### config.mk
export PLATFORM = sky130hd
export DESIGN_NAME = online_logistic_regression_sgd_flat
export DESIGN_NICKNAME = d
export VERILOG_FILES = /design/src/rtl/olrsgd_pkg.sv /design/src/rtl/olrsgd_sample_if.sv /design/src/rtl/olrsgd_result_if.sv /design/src/rtl/olrsgd_ctrl.sv /design/src/rtl/olrsgd_datapath.sv /design/src/rtl/online_logistic_regression_sgd.sv /design/src/flat_wrapper.sv
export SDC_FILE = /design/constraint.sdc
export NUM_CORES = 2
export LEC_CHECK = 0
export ABC_AREA = 0
export BUFFER_PORTS_ARGS = -buffer_cell sky130_fd_sc_hd__buf_4
export CAP_MARGIN = 20
export CORE_MARGIN = 10
export CORE_UTILIZATION = 30
export DETAILED_ROUTE_END_ITERATION = 8
export SETUP_SLACK_MARGIN = 0.3
export SYNTH_ARGS = -nofsm -noshare
export SYNTH_HDL_FRONTEND = slang
export SYNTH_SLANG_ARGS = --single-unit
### constraint.sdc
create_clock -name clk -period 14.05 [get_ports clk]
set_input_delay 1.405 -clock clk [delete_from_list [all_inputs] [get_ports clk]]
set_output_delay 1.405 -clock clk [all_outputs]
set_load 0.01 [all_outputs]
### src/rtl/olrsgd_pkg.sv
package olrsgd_pkg;

    // Field widths of the item and result channels.
    localparam int FEAT_W  = 16;
    localparam int PROB_W  = 16;
    localparam int SCORE_W = 32;
    localparam int RATE_W  = 16;

    // Step size after reset, 0.01 in Q0.16.
    localparam logic [RATE_W-1:0] RATE_RESET = 16'd655;

    // Default number of sigmoid samples.
    localparam int SIG_DEPTH_DEFAULT = 256;

    // Score window of the sigmoid table in Q16.16: [-8, 8).
    localparam longint SCORE_LO = -64'sd524288;
    localparam longint SCORE_HI = 64'sd524287;

    // Exponential constants in Q2.30.
    localparam longint Q30_ONE    = 64'sd1073741824;
    localparam longint Q30_HALF   = 64'sd536870912;
    localparam longint Q30_EXP_M1 = 64'sd395007542;

    // Shared multiplier operand and product widths.
    localparam int MUL_A_W = 34;
    localparam int MUL_B_W = 18;
    localparam int PROD_W  = MUL_A_W + MUL_B_W;

    // Controller states.
    typedef enum logic [3:0] {
        ST_IDLE,
        ST_MUL_A,
        ST_MUL_B,
        ST_SCORE,
        ST_INDEX,
        ST_LOOKUP,
        ST_INTERP,
        ST_PROB,
        ST_RATE_ERR,
        ST_STEP_A,
        ST_STEP_B,
        ST_STEP_W2
    } state_t;

    // Datapath operations issued by the controller.
    typedef enum logic [3:0] {
        OP_NONE,
        OP_LOAD,
        OP_MUL_A,
        OP_MUL_B,
        OP_SCORE,
        OP_INDEX,
        OP_LOOKUP,
        OP_INTERP,
        OP_PROB,
        OP_RATE_ERR,
        OP_STEP_A,
        OP_STEP_B,
        OP_STEP_W2
    } dp_op_t;

    // Status returned by the datapath.
    typedef struct packed {
        logic train;
        logic out_full;
    } dp_stat_t;

    // Unsigned long division by shift and subtract, used only while elaborating the table.
    function automatic longint udiv(input longint num, input longint den);
        logic [63:0] n_u;
        logic [63:0] d_u;
        logic [63:0] q;
        logic [63:0] r;
        n_u = num;
        d_u = den;
        q   = '0;
        r   = '0;
        for (int b = 63; b >= 0; b--)
        begin
            r = {r[62:0], n_u[b]};
            if (r >= d_u)
            begin
                r    = r - d_u;
                q[b] = 1'b1;
            end
        end
        return longint'(q);
    endfunction

    // e^-a in Q2.30 for a in Q16.16 between 0 and 8.0.
    function automatic longint exp_neg(input longint a);
        longint n;
        longint f;
        longint e;
        longint term;
        longint sum;
        n    = a >>> 16;
        f    = a & 64'sd65535;
        e    = Q30_ONE;
        term = Q30_ONE;
        sum  = Q30_ONE;
        // Whole part: repeated multiplication by e^-1 with rounding.
        for (int k = 0; k < 8; k++)
        begin
            if (longint'(k) < n)
            begin
                e = (e * Q30_EXP_M1 + Q30_HALF) >>> 30;
            end
        end
        // Fractional part: twelve terms of the alternating series.
        for (int k = 1; k <= 12; k++)
        begin
            term = udiv((term * f) >>> 16, longint'(k));
            if (k[0])
            begin
                sum = sum - term;
            end
            else
            begin
                sum = sum + term;
            end
        end
        return (e * sum) >>> 30;
    endfunction

    // Sigmoid of x (Q16.16) in Q0.16, rounded and held below full scale.
    function automatic logic [PROB_W-1:0] sigmoid_sample(input longint x);
        longint ax;
        longint e;
        longint den;
        longint num;
        longint p;
        ax  = (x < 0) ? -x : x;
        e   = exp_neg(ax);
        den = Q30_ONE + e;
        num = (x >= 0) ? (64'sd1 <<< 46) : (e <<< 16);
        p   = udiv(num + (den >>> 1), den);
        if (p > 64'sd65535)
        begin
            p = 64'sd65535;
        end
        return p[PROB_W-1:0];
    endfunction

    // Score at which table entry i is sampled.
    function automatic longint table_x(input longint i, input longint depth);
        return SCORE_LO + udiv(i <<< 20, depth);
    endfunction

endpackage

### src/rtl/olrsgd_sample_if.sv
interface olrsgd_sample_if;
    import olrsgd_pkg::*;

    logic                     valid;
    logic                     ready;
    logic                     func;
    logic signed [FEAT_W-1:0] feature_a;
    logic signed [FEAT_W-1:0] feature_b;
    logic                     label;

    modport source (output valid, func, feature_a, feature_b, label, input ready);
    modport sink   (input valid, func, feature_a, feature_b, label, output ready);
endinterface

### src/rtl/olrsgd_result_if.sv
interface olrsgd_result_if;
    import olrsgd_pkg::*;

    logic                      valid;
    logic                      ready;
    logic [PROB_W-1:0]         probability;
    logic signed [SCORE_W-1:0] raw_score;

    modport source (output valid, probability, raw_score, input ready);
    modport sink   (input valid, probability, raw_score, output ready);
endinterface

### src/rtl/olrsgd_ctrl.sv
module olrsgd_ctrl (
    input  logic                  clk,
    input  logic                  rst_n,
    input  logic                  in_valid,
    output logic                  in_ready,
    input  olrsgd_pkg::dp_stat_t  stat,
    output olrsgd_pkg::dp_op_t    op
);
    import olrsgd_pkg::*;

    state_t state_reg;
    state_t state_next;

    // State register.
    always_ff @(posedge clk or negedge rst_n)
    begin
        if (!rst_n)
        begin
            state_reg <= ST_IDLE;
        end
        else
        begin
            state_reg <= state_next;
        end
    end

    // Next state: one fixed sequence per item, with the training steps only in train mode.
    always_comb
    begin
        state_next = state_reg;
        unique case (state_reg)
            ST_IDLE:     if (in_valid) state_next = ST_MUL_A;
            ST_MUL_A:    state_next = ST_MUL_B;
            ST_MUL_B:    state_next = ST_SCORE;
            ST_SCORE:    state_next = ST_INDEX;
            ST_INDEX:    state_next = ST_LOOKUP;
            ST_LOOKUP:   state_next = ST_INTERP;
            ST_INTERP:   state_next = ST_PROB;
            ST_PROB:
            begin
                if (!stat.out_full)
                begin
                    state_next = stat.train ? ST_RATE_ERR : ST_IDLE;
                end
            end
            ST_RATE_ERR: state_next = ST_STEP_A;
            ST_STEP_A:   state_next = ST_STEP_B;
            ST_STEP_B:   state_next = ST_STEP_W2;
            ST_STEP_W2:  state_next = ST_IDLE;
            default:     state_next = ST_IDLE;
        endcase
    end

    // Outputs: the datapath operation for the current state.
    always_comb
    begin
        in_ready = 1'b0;
        op       = OP_NONE;
        unique case (state_reg)
            ST_IDLE:
            begin
                in_ready = 1'b1;
                if (in_valid) op = OP_LOAD;
            end
            ST_MUL_A:    op = OP_MUL_A;
            ST_MUL_B:    op = OP_MUL_B;
            ST_SCORE:    op = OP_SCORE;
            ST_INDEX:    op = OP_INDEX;
            ST_LOOKUP:   op = OP_LOOKUP;
            ST_INTERP:   op = OP_INTERP;
            ST_PROB:     if (!stat.out_full) op = OP_PROB;
            ST_RATE_ERR: op = OP_RATE_ERR;
            ST_STEP_A:   op = OP_STEP_A;
            ST_STEP_B:   op = OP_STEP_B;
            ST_STEP_W2:  op = OP_STEP_W2;
            default:     op = OP_NONE;
        endcase
    end

`ifndef ASSERT_OFF
    // An accepted item starts the score multiply at once.
    a_accept_starts: assert property (@(posedge clk) disable iff (!rst_n)
        (state_reg == ST_IDLE && in_valid) |=> state_reg == ST_MUL_A)
        else $error("accepted item did not start the score");

    // A result is never written over one that is still waiting.
    a_no_overwrite: assert property (@(posedge clk) disable iff (!rst_n)
        (op == OP_PROB) |-> !stat.out_full)
        else $error("result written while output register full");

    // A train item goes on to the update after its result.
    a_train_updates: assert property (@(posedge clk) disable iff (!rst_n)
        (op == OP_PROB && stat.train) |=> state_reg == ST_RATE_ERR)
        else $error("train item skipped the update");
`endif

endmodule

### src/rtl/olrsgd_datapath.sv
module olrsgd_datapath #(
    parameter int SIG_DEPTH = olrsgd_pkg::SIG_DEPTH_DEFAULT
) (
    input  logic                                  clk,
    input  logic                                  rst_n,
    input  olrsgd_pkg::dp_op_t                    op,
    output olrsgd_pkg::dp_stat_t                  stat,
    input  logic                                  cfg_wr_en,
    input  logic [olrsgd_pkg::RATE_W-1:0]         cfg_wr_data,
    input  logic                                  in_func,
    input  logic signed [olrsgd_pkg::FEAT_W-1:0]  in_feature_a,
    input  logic signed [olrsgd_pkg::FEAT_W-1:0]  in_feature_b,
    input  logic                                  in_label,
    olrsgd_result_if.source                       result
);
    import olrsgd_pkg::*;

    localparam int IDXW  = $clog2(SIG_DEPTH);
    localparam int POS_W = 20 + IDXW;

    localparam logic signed [SCORE_W-1:0] LO32 = -32'sd524288;
    localparam logic signed [SCORE_W-1:0] HI32 = 32'sd524287;

    // Saturate a wide sum to the 32-bit signed range.
    function automatic logic signed [31:0] sat32(input logic signed [37:0] v);
        if (v > 38'sd2147483647)
        begin
            return 32'sh7FFFFFFF;
        end
        else if (v < -38'sd2147483648)
        begin
            return 32'sh80000000;
        end
        return v[31:0];
    endfunction

    // Sigmoid samples, computed while elaborating.
    logic [PROB_W-1:0] sig_rom [SIG_DEPTH];

    for (genvar gi = 0; gi < SIG_DEPTH; gi++)
    begin : g_rom
        localparam logic [PROB_W-1:0] SAMPLE =
            sigmoid_sample(table_x(longint'(gi), longint'(SIG_DEPTH)));
        assign sig_rom[gi] = SAMPLE;
    end

    // Model state.
    logic signed [SCORE_W-1:0] w1_reg;
    logic signed [SCORE_W-1:0] w2_reg;
    logic signed [SCORE_W-1:0] bias_reg;
    logic [RATE_W-1:0]         rate_reg;

    // Item and working registers.
    logic signed [FEAT_W-1:0]  fa_reg;
    logic signed [FEAT_W-1:0]  fb_reg;
    logic                      label_reg;
    logic                      func_reg;
    logic signed [PROD_W-1:0]  prod_reg;
    logic signed [47:0]        acc_reg;
    logic signed [SCORE_W-1:0] score_reg;
    logic [IDXW-1:0]           idx_reg;
    logic [19:0]               frac_reg;
    logic [PROB_W-1:0]         lo_reg;
    logic signed [16:0]        diff_reg;
    logic [PROB_W-1:0]         prob_reg;
    logic signed [MUL_A_W-1:0] re_reg;

    // Output register.
    logic                      out_valid_reg;
    logic [PROB_W-1:0]         out_prob_reg;
    logic signed [SCORE_W-1:0] out_score_reg;

    logic signed [MUL_A_W-1:0] mul_a;
    logic signed [MUL_B_W-1:0] mul_b;
    logic signed [PROD_W-1:0]  product;
    logic signed [48:0]        sum_ab;
    logic signed [37:0]        score_wide;
    logic [19:0]               offset;
    logic [POS_W-1:0]          pos;
    logic [IDXW-1:0]           idx_nxt;
    logic [PROB_W-1:0]         hi_val;
    logic [16:0]               prob_wide;
    logic signed [MUL_B_W-1:0] err;
    logic signed [37:0]        bias_wide;
    logic signed [37:0]        w1_wide;
    logic signed [37:0]        w2_wide;

    // Operand selection for the one shared multiplier.
    always_comb
    begin
        mul_a = '0;
        mul_b = '0;
        case (op)
            OP_MUL_A:
            begin
                mul_a = {{2{w1_reg[31]}}, w1_reg};
                mul_b = {{2{fa_reg[15]}}, fa_reg};
            end
            OP_MUL_B:
            begin
                mul_a = {{2{w2_reg[31]}}, w2_reg};
                mul_b = {{2{fb_reg[15]}}, fb_reg};
            end
            OP_INTERP:
            begin
                mul_a = {14'd0, frac_reg};
                mul_b = {diff_reg[16], diff_reg};
            end
            OP_RATE_ERR:
            begin
                mul_a = {18'd0, rate_reg};
                mul_b = err;
            end
            OP_STEP_A:
            begin
                mul_a = prod_reg[MUL_A_W-1:0];
                mul_b = {{2{fa_reg[15]}}, fa_reg};
            end
            OP_STEP_B:
            begin
                mul_a = re_reg;
                mul_b = {{2{fb_reg[15]}}, fb_reg};
            end
            default:
            begin
                mul_a = '0;
                mul_b = '0;
            end
        endcase
    end

    assign product = mul_a * mul_b;

    // Score: the two products summed, floored to Q16.16, plus the bias.
    assign sum_ab     = {acc_reg[47], acc_reg} + {prod_reg[47], prod_reg[47:0]};
    assign score_wide = {sum_ab[48], sum_ab[48:12]} + {{6{bias_reg[31]}}, bias_reg};

    // Table position of the clamped score.
    always_comb
    begin
        if (score_reg < LO32)
        begin
            offset = '0;
        end
        else if (score_reg > HI32)
        begin
            offset = '1;
        end
        else
        begin
            offset = score_reg[19:0] + 20'h80000;
        end
    end

    assign pos = {{IDXW{1'b0}}, offset} * POS_W'(SIG_DEPTH);

    // Upper neighbor of the bin; the top bin rises to full scale.
    assign idx_nxt = (idx_reg == IDXW'(SIG_DEPTH - 1)) ? '0 : idx_reg + 1'b1;
    assign hi_val  = (idx_reg == IDXW'(SIG_DEPTH - 1)) ? {PROB_W{1'b1}} : sig_rom[idx_nxt];

    // Interpolated prediction and its error against the label.
    assign prob_wide = {1'b0, lo_reg} + prod_reg[36:20];
    assign err       = (label_reg ? 18'h10000 : 18'h00000) - {2'b00, prob_reg};

    // Saturating updates of bias and weights.
    assign bias_wide = {{6{bias_reg[31]}}, bias_reg} + {{20{prod_reg[33]}}, prod_reg[33:16]};
    assign w1_wide   = {{6{w1_reg[31]}}, w1_reg} + {{14{prod_reg[51]}}, prod_reg[51:28]};
    assign w2_wide   = {{6{w2_reg[31]}}, w2_reg} + {{14{prod_reg[51]}}, prod_reg[51:28]};

    // Model state and step size.
    always_ff @(posedge clk or negedge rst_n)
    begin
        if (!rst_n)
        begin
            w1_reg   <= '0;
            w2_reg   <= '0;
            bias_reg <= '0;
            rate_reg <= RATE_RESET;
        end
        else
        begin
            if (cfg_wr_en)
            begin
                rate_reg <= cfg_wr_data;
            end
            if (op == OP_STEP_A)
            begin
                bias_reg <= sat32(bias_wide);
            end
            if (op == OP_STEP_B)
            begin
                w1_reg <= sat32(w1_wide);
            end
            if (op == OP_STEP_W2)
            begin
                w2_reg <= sat32(w2_wide);
            end
        end
    end

    // Working registers, loaded by the operation in progress.
    always_ff @(posedge clk)
    begin
        case (op)
            OP_LOAD:
            begin
                fa_reg    <= in_feature_a;
                fb_reg    <= in_feature_b;
                label_reg <= in_label;
                func_reg  <= in_func;
            end
            OP_MUL_A:
            begin
                prod_reg <= product;
            end
            OP_MUL_B:
            begin
                acc_reg  <= prod_reg[47:0];
                prod_reg <= product;
            end
            OP_SCORE:
            begin
                score_reg <= sat32(score_wide);
            end
            OP_INDEX:
            begin
                idx_reg  <= pos[POS_W-1:20];
                frac_reg <= pos[19:0];
            end
            OP_LOOKUP:
            begin
                lo_reg   <= sig_rom[idx_reg];
                diff_reg <= {1'b0, hi_val} - {1'b0, sig_rom[idx_reg]};
            end
            OP_INTERP:
            begin
                prod_reg <= product;
            end
            OP_PROB:
            begin
                prob_reg <= prob_wide[PROB_W-1:0];
            end
            OP_RATE_ERR:
            begin
                prod_reg <= product;
            end
            OP_STEP_A:
            begin
                re_reg   <= prod_reg[MUL_A_W-1:0];
                prod_reg <= product;
            end
            OP_STEP_B:
            begin
                prod_reg <= product;
            end
            default:
            begin
            end
        endcase
    end

    // Output register valid flag.
    always_ff @(posedge clk or negedge rst_n)
    begin
        if (!rst_n)
        begin
            out_valid_reg <= 1'b0;
        end
        else if (op == OP_PROB)
        begin
            out_valid_reg <= 1'b1;
        end
        else if (result.ready)
        begin
            out_valid_reg <= 1'b0;
        end
    end

    // Output register payload.
    always_ff @(posedge clk)
    begin
        if (op == OP_PROB)
        begin
            out_prob_reg  <= prob_wide[PROB_W-1:0];
            out_score_reg <= score_reg;
        end
    end

    assign result.valid       = out_valid_reg;
    assign result.probability = out_prob_reg;
    assign result.raw_score   = out_score_reg;

    assign stat.train    = func_reg;
    assign stat.out_full = out_valid_reg && !result.ready;

`ifndef ASSERT_OFF
    // The first weight moves only in its own update step.
    a_w1_hold: assert property (@(posedge clk) disable iff (!rst_n)
        (op != OP_STEP_B) |=> $stable(w1_reg))
        else $error("first weight changed outside its update");

    // The bias moves only in its own update step.
    a_bias_hold: assert property (@(posedge clk) disable iff (!rst_n)
        (op != OP_STEP_A) |=> $stable(bias_reg))
        else $error("bias changed outside its update");

    // Writing the result always presents it.
    a_result_shown: assert property (@(posedge clk) disable iff (!rst_n)
        (op == OP_PROB) |=> out_valid_reg)
        else $error("written result not presented");
`endif

endmodule

### src/rtl/online_logistic_regression_sgd.sv
// Channel   Modport  Item contents
// --------  -------  ------------------------------------------------
// sample    sink     func, feature_a, feature_b, label
// result    source   probability, raw_score
// cfg_wr_*  -        step size write, no read-back
//
// Each item runs the multiply, score, index, lookup and interpolation states and the result
// state that registers the result; a train item then runs the update states. One shared
// 34x18 multiplier serves the two score products, the interpolation and the three update
// products in sequence. Reset clears the weights and bias and loads the step size 655; the
// sigmoid table is constant. A result that is not taken holds in the output register; the
// next result waits for it, while the training steps of the current item go on.
module online_logistic_regression_sgd #(
    parameter int SIGMOID_TABLE_DEPTH = olrsgd_pkg::SIG_DEPTH_DEFAULT
) (
    input  logic                          clk,
    input  logic                          rst_n,
    olrsgd_sample_if.sink                 sample,
    olrsgd_result_if.source               result,
    input  logic                          cfg_wr_en,
    input  logic [olrsgd_pkg::RATE_W-1:0] cfg_wr_data
);
    import olrsgd_pkg::*;

    dp_op_t   op;
    dp_stat_t stat;
    logic     sample_ready;

    assign sample.ready = sample_ready;

    // Sequencer for one item at a time.
    olrsgd_ctrl u_ctrl (
        .clk      (clk),
        .rst_n    (rst_n),
        .in_valid (sample.valid),
        .in_ready (sample_ready),
        .stat     (stat),
        .op       (op)
    );

    // Score, sigmoid lookup and weight update.
    olrsgd_datapath #(
        .SIG_DEPTH (SIGMOID_TABLE_DEPTH)
    ) u_datapath (
        .clk          (clk),
        .rst_n        (rst_n),
        .op           (op),
        .stat         (stat),
        .cfg_wr_en    (cfg_wr_en),
        .cfg_wr_data  (cfg_wr_data),
        .in_func      (sample.func),
        .in_feature_a (sample.feature_a),
        .in_feature_b (sample.feature_b),
        .in_label     (sample.label),
        .result       (result)
    );

endmodule
### src/flat_wrapper.sv
// flat-port wrapper written by rule: the top's interface ports become plain ports
module online_logistic_regression_sgd_flat import olrsgd_pkg::*;
#(
    parameter int SIGMOID_TABLE_DEPTH = olrsgd_pkg::SIG_DEPTH_DEFAULT
)
  (clk, rst_n, cfg_wr_en, cfg_wr_data, sample_valid, sample_func, sample_feature_a, sample_feature_b, sample_label, sample_ready, result_valid, result_probability, result_raw_score, result_ready);
  olrsgd_sample_if sample_i ();
  olrsgd_result_if result_i ();
  input  logic clk;
  input  logic rst_n;
  input  logic cfg_wr_en;
  input  logic [olrsgd_pkg::RATE_W-1:0] cfg_wr_data;
  input wire logic [$bits(sample_i.valid)-1:0] sample_valid;
  input wire logic [$bits(sample_i.func)-1:0] sample_func;
  input wire logic [$bits(sample_i.feature_a)-1:0] sample_feature_a;
  input wire logic [$bits(sample_i.feature_b)-1:0] sample_feature_b;
  input wire logic [$bits(sample_i.label)-1:0] sample_label;
  output wire logic [$bits(sample_i.ready)-1:0] sample_ready;
  output wire logic [$bits(result_i.valid)-1:0] result_valid;
  output wire logic [$bits(result_i.probability)-1:0] result_probability;
  output wire logic [$bits(result_i.raw_score)-1:0] result_raw_score;
  input wire logic [$bits(result_i.ready)-1:0] result_ready;
  assign sample_i.valid = sample_valid;
  assign sample_i.func = sample_func;
  assign sample_i.feature_a = sample_feature_a;
  assign sample_i.feature_b = sample_feature_b;
  assign sample_i.label = sample_label;
  assign sample_ready = sample_i.ready;
  assign result_valid = result_i.valid;
  assign result_probability = result_i.probability;
  assign result_raw_score = result_i.raw_score;
  assign result_i.ready = result_ready;
  online_logistic_regression_sgd #(.SIGMOID_TABLE_DEPTH(SIGMOID_TABLE_DEPTH)) u_core (.clk(clk), .rst_n(rst_n), .sample(sample_i), .result(result_i), .cfg_wr_en(cfg_wr_en), .cfg_wr_data(cfg_wr_data));
endmodule
-- Word-level counts from Yosys, hierarchy flattened
Memories as Yosys holds them, arrays and structs flattened.
Cells that the tools add are included.
- flip-flop bits (word level): 418
- latch bits: 0
- RAM bits: 0
- ROM bits: 8192
- bits of input ports: 55
- output and inout bits: 50
- word-level logic and storage cells: 125
- memories kept: 2
- memories (name ; words ; width ; read ports ; clocked after memory_dff ; wr ports ; line ; source):
    (no name shown) ; 256 ; 16 ; 1 ; 0 ; 0 ; olrsgd_datapath.sv:233 ; diff_reg <= {1'b0, hi_val} - {1'b0, sig_rom[idx_reg]};
    (no name shown) ; 256 ; 16 ; 1 ; 0 ; 0 ; olrsgd_datapath.sv:159 ; assign hi_val = (idx_reg == IDXW'(SIG_DEPTH - 1)) ? {PROB_W{1'b1}} : sig_rom[idx_nxt];
- add/subtract/negate cells: 10
- $mul: 1
- div/mod/pow operators: 0
- order comparisons: 12
- equal/unequal tests: 26
- shift-type cells: 0
- mux-type cells: 44
- bitwise gates (word level): 2
- reduce and logical (&&, ||, !) cells: 8
- operator list (operator ; number):
    32-bit two-way mux ; 12
    34-bit one-hot mux with 6 select lines ; 1
    33-bit by 32-bit > comparator with 1-bit output (second input constant) ; 3
    33-bit by 32-bit < comparator with 1-bit output (second input constant) ; 3
    16-bit two-way mux ; 5
    18-bit one-hot mux with 4 select lines ; 1
    32-bit by 24-bit adder with 33-bit output ; 2
    34-bit by 18-bit multiplier with 52-bit output ; 1
    48-bit by 48-bit adder with 49-bit output ; 1
    4-bit one-hot mux with 12 select lines ; 1
    4-bit one-hot mux with 11 select lines ; 1
    37-bit by 32-bit adder with 38-bit output ; 1
    38-bit by 32-bit > comparator with 1-bit output (second input constant) ; 1
    38-bit by 32-bit < comparator with 1-bit output (second input constant) ; 1
    4-bit == test (second input constant) ; 9
    32-bit by 18-bit adder with 33-bit output ; 1
    4-bit by 3-bit == test with 1-bit output (second input constant) ; 8
    32-bit by 20-bit > comparator with 1-bit output (second input constant) ; 1
    32-bit by 20-bit < comparator with 1-bit output (second input constant) ; 1
    20-bit adder (second input constant) ; 1
    20-bit two-way mux ; 1
    9-bit greater-or-equal comparator (second input constant) ; 2
    8-bit NOT with 9-bit output ; 2
    17-bit by 16-bit subtractor with 18-bit output ; 1
    other kinds (18) ; 42

-- Longest topological paths before layout
- depth in word-level cells: 8
- gate-level depth with buffers: 38
- mapped depth without buffers: 34

-- Modules after synthesis
A second synthesis with hierarchy kept.
- cell total of the unflattened synthesis: 6261
- area, all modules: 54414.7 µm²
- by module, submodules not included (module ; instances ; cells each ; area an instance (µm²)):
    olrsgd_datapath ; 1 ; 6233 ; 54101.9
    olrsgd_ctrl ; 1 ; 28 ; 312.8

-- Least setup slack after synthesis
No wires, ideal clock.
- path type: input to register
- start point: input port result_ready
- end point: register u_core.u_datapath.prod_reg[46], data pin
- setup time: 260 ps
- arrival: 13142 ps
- data required time: 13790 ps
- slack: 648 ps
- stages on the path: 30
- path buffers: 3
- cells stage by stage: nor2b_1 nor3_1 or2_2 clkbuf_1 nand2_1 inv_2 clkbuf_1 a22oi_1 nand2_1 clkbuf_1 nand2_1 fa_1 fa_1 fa_1 inv_1 fa_1 fa_1 inv_1 fa_1 inv_1 ha_1 and3_1 and2_1 and3_1 a211o_1 a41o_1 a21oi_1 o21ai_0 a21boi_0 xnor2_1
- longest elaborated chain between the ends: 8
- elaborated cells on any way between the ends: 15
- those cells by class: 1 x mul; 6 x eq/ne; 4 x mux; 4 x reduce/logical
- ends and longest elaborated chain (element ; line ; source):
    from (decl) ; flat_wrapper.sv:22 ; input wire logic [$bits(result_i.ready)-1:0] result_ready;
    1-bit logical NOT * ; olrsgd_datapath.sv:294 ; assign stat.out_full = out_valid_reg && !result.ready;
    1-bit logical AND * ; olrsgd_datapath.sv:294 ;
    4-bit two-way mux * ; olrsgd_ctrl.sv:71 ; ST_PROB: if (!stat.out_full) op = OP_PROB;
    4-bit one-hot mux with 12 select lines * ; olrsgd_ctrl.sv:59 ; unique case (state_reg)
    4-bit == test / 4-bit by 2-bit == test with 1-bit output (equally long branches) ; olrsgd_datapath.sv:93 ; case (op)
    2-bit OR reduction (no source line) ; - ;
    18-bit one-hot mux with 4 select lines ; olrsgd_datapath.sv:93 ;
    34-bit by 18-bit multiplier with 52-bit output * ; olrsgd_datapath.sv:132 ; assign product = mul_a * mul_b;
    net u_core.u_datapath.product[46] ; olrsgd_datapath.sv:75 ; logic signed [PROD_W-1:0] product;
    to (signal assigned) ; olrsgd_datapath.sv:214 ; prod_reg <= product;
    to (signal assigned) ; olrsgd_datapath.sv:219 ; prod_reg <= product;
    to (signal assigned) ; olrsgd_datapath.sv:237 ; prod_reg <= product;
    to (decl) ; olrsgd_datapath.sv:58 ; logic signed [PROD_W-1:0] prod_reg;
The timed path passes the listed nets; every way through them passes the cells marked *.
A chain may end at the register's enable or synchronous reset.

-- Worst setup path in the final report
- start point: register u_core.u_ctrl.state_reg[2]
- end point: register u_core.u_datapath.prod_reg[46], data pin
- longest elaborated chain between the ends: 6
- elaborated cells on any way between the ends: 24
- those cells by class: 1 x mul; 17 x eq/ne; 3 x mux; 3 x reduce/logical
- ends and longest elaborated chain (element ; line ; source):
    from (decl) ; olrsgd_ctrl.sv:11 ; state_t state_reg;
    from (signal assigned) ; olrsgd_ctrl.sv:23 ; state_reg <= state_next;
    4-bit == test (tied with other cells) ; olrsgd_ctrl.sv:59 ;
    4-bit one-hot mux with 12 select lines * ; olrsgd_ctrl.sv:59 ;
    4-bit == test / 4-bit by 2-bit == test with 1-bit output (equally long branches) ; olrsgd_datapath.sv:93 ;
    2-bit OR reduction (no source line) ; - ;
    18-bit one-hot mux with 4 select lines ; olrsgd_datapath.sv:93 ;
    34-bit by 18-bit multiplier with 52-bit output * ; olrsgd_datapath.sv:132 ;
    net u_core.u_datapath.product[46] ; olrsgd_datapath.sv:75 ;
Marked as above.

==> run summary <==
status: completed
Die H: 444 µm
cts repair resizes: 0
Cell Area, Placed: 57,600 µm²
RSZ-0062 raised after global routing: no
total CTS buffers: 49
CTS clock-pin slew for the worst setup and hold paths: 0.06 ns
initial antenna violation count: 2
worst slew pin tran: 1.13 ns
number of I/O port buffers: 104
Max FO, Critical Path: 42
area growth from synthesis to layout: 10.1%
Rows: 155
Worst Setup Start Kind: register
CTS Sinks: 418
pin count of the biggest net entering global routing: 76
Synth area leaders: fa_1, edfxtp_1, ha_1, inv_1, nand2_1
average wire per standard cell: 23.9 µm
EDFF count, synth: 301
HP Class: register to register
Syn Nets: 7,224
Largest register FFs: 52
share of layout cells above drive strength 1: 7.21%
Core Footprint: 179,000 µm²
final instance area: 59,400 µm²
Post-synth ARST share: 28.0%
Worst EP required: 14.40 ns
Final nets: 7,199
total track usage: 20.0%
Synth area leader: fa_1
crit path kind: register to register
first-pass GRT wire length: 304 mm
H-tree levels: 2
top_reg_cell synth: edfxtp_1
min cycle time layout: 11.15 ns
Vias: 47,300
post-synthesis cell count: 6,195
vias per cell: 5.52
dpl hpwl: 157 mm
Max Cap Viol: 0
Setup TNS Final: 0 ns
Worst Path Arrival: 11.50 ns
initial core utilization: 30.2%
WL final: 205 mm
drt first pass iters: 8
post-route DRC violation count: 0
Die ar.: 197,000 µm²
Netlist cell types: 94
Final Wtd Congestion: 0.968
clk buf depth: 3
Root Driver: clkbuf_16
io pins: 105
period utilisation layout: 79.4%
Iter 0 DRT Violations: 4,977
synthesized cell area: 53,900 µm²
Die X: 444 µm
synthesized flop and latch total: 418
vias in the first global route: 46,800
Yosys warnings: 0
Max stage delay on crit path: 0.80 ns
Slew HR: 23.7%
setup bufs post-CTS: 0
Slew Limit Fails: 0
register area share after synthesis: 22.2%
CTS tree: done
clock skew: 0.0730 ns
final setup vio count: 0
grt ovf: 0
syn_area_per_cell: 8.70 µm²
clk_lat worst skew: 0.67 ns
CP Capture Type: register
post-synth top area share: 22.1%
Final Hold Fails: 0
slowest CP cell: dfrtp_1
Post-CTS Hold Buffers: 0
Antenna Nets Post-Route: 0
Max Clk Rate: 0.0897 GHz
-- worst max-delay path: cells and delay by family (launching register included) --
kind            cells  cell delay, ns
fa+ha+maj           7            3.40
xor+xnor            1            0.09
flops               1            0.80
buf+inv            10            2.36
compound gates      7            1.65
simple gates        9            2.45
-- cell usage after synthesis (25+ instances only) --
cell type	count
nand2_1	760
a211o_1	26
nor2_1	594
edfxtp_1	301
nand2b_1	45
a21o_1	136
ha_1	379
a22oi_1	46
buf_2	29
o211ai_1	44
xor2_1	78
maj3_1	50
o21bai_1	25
and3_1	33
fa_1	595
nand4_1	30
a21oi_1	391
inv_1	811
o21a_1	53
nor2b_1	47
mux2i_1	29
a221oi_1	26
clkbuf_1	246
o21ai_1	30
buf_1	41
xnor2_1	154
nor3_1	99
a211oi_1	61
a31oi_1	43
o22ai_1	29
and2_1	35
o21ai_0	338
dfrtp_1	111
nand3_1	85
-- cell families (layout without fill, tap and decap cells) --
kind of cell,Yosys count,in the layout,synth area share (%)
adder cells (fa/ha/maj),1024,1024,31.8
other,0,1,0
flip-flops,418,418,22.2
XOR/XNOR,234,234,3.83
multiplexers,58,58,1.37
AO/OA/AOI/OAI,1509,1509,18.2
buffers and inverters,1137,1153,8.03
AND/OR/NAND/NOR,1815,1815,14.5
-- placed cells by master (no fill, tap or decap), types with 47 or more instances in the layout --
cell type	netlist	layout
nor2_1	594	587
clkbuf_16	0	49
edfxtp_1	301	301
dfrtp_1	111	111
o21a_1	53	53
nor2b_1	47	47
fa_1	595	595
xnor2_1	154	150
nor3_1	99	96
xor2_1	78	78
buf_4	0	238
a21o_1	136	136
ha_1	379	379
o21ai_0	338	338
a211oi_1	61	59
maj3_1	50	50
a21oi_1	391	389
inv_1	811	811
nand3_1	85	84
nand2_1	760	757
-- cell type report --
type,count,area [µm²]
Tap cell,2355,2950
Multi-Input combinational cell,4640,37800
Fill cell,18400,119000
Antenna cell,1,2.50
Sequential cell,418,12000
Timing Repair Buffer,243,1840
Clock buffer,59,1300
Clock inverter,33,378
Inverter,818,3070
-- through the flow --
stage	setup slack (ns)	hold WS, ns	cells	util, %
finish	2.90	0.461	8567	33.2
global route	2.29	0.470	8566	33.2
CTS	2.94	0.466	8564	33.2
detailed placement	2.80	0.453	8472	32.3
global placement	2.70	0.446	8467	32.2
floorplan	0.648	0.424	6195	-
-- worst paths after layout --
path,startpoint,to,slack (ns),depth (start not counted)
min in group asynchronous,rst_n,u_core.u_datapath.bias_reg[27]$_DFFE_PN0N_,0.76,1
max,u_core.u_ctrl.state_reg[2]$_DFFE_PN0P_,u_core.u_datapath.prod_reg[46]$_DFFE_PP_,2.90,34
max reg2reg,u_core.u_ctrl.state_reg[2]$_DFFE_PN0P_,u_core.u_datapath.prod_reg[46]$_DFFE_PP_,2.90,34
min,u_core.u_datapath.score_reg[10]$_DFFE_PN_,u_core.u_datapath.result.raw_score[10]$_DFFE_PP_,0.46,0
max in group asynchronous,rst_n,u_core.u_datapath.w1_reg[26]$_DFFE_PN0N_,11.92,2
min reg2reg,u_core.u_datapath.score_reg[10]$_DFFE_PN_,u_core.u_datapath.result.raw_score[10]$_DFFE_PP_,0.46,0
-- per-layer routing --
layer  share of wire [%]  global-route usage, %
met5                   0                      0
met4                 6.7                   11.2
met3                 7.2                   3.05
met1                  39                   24.9
met2                  47                   33.1
Power is left out: the tool's default activity adds up to more than one toggle a clock period on the data nets, which glitch-free logic cannot reach.
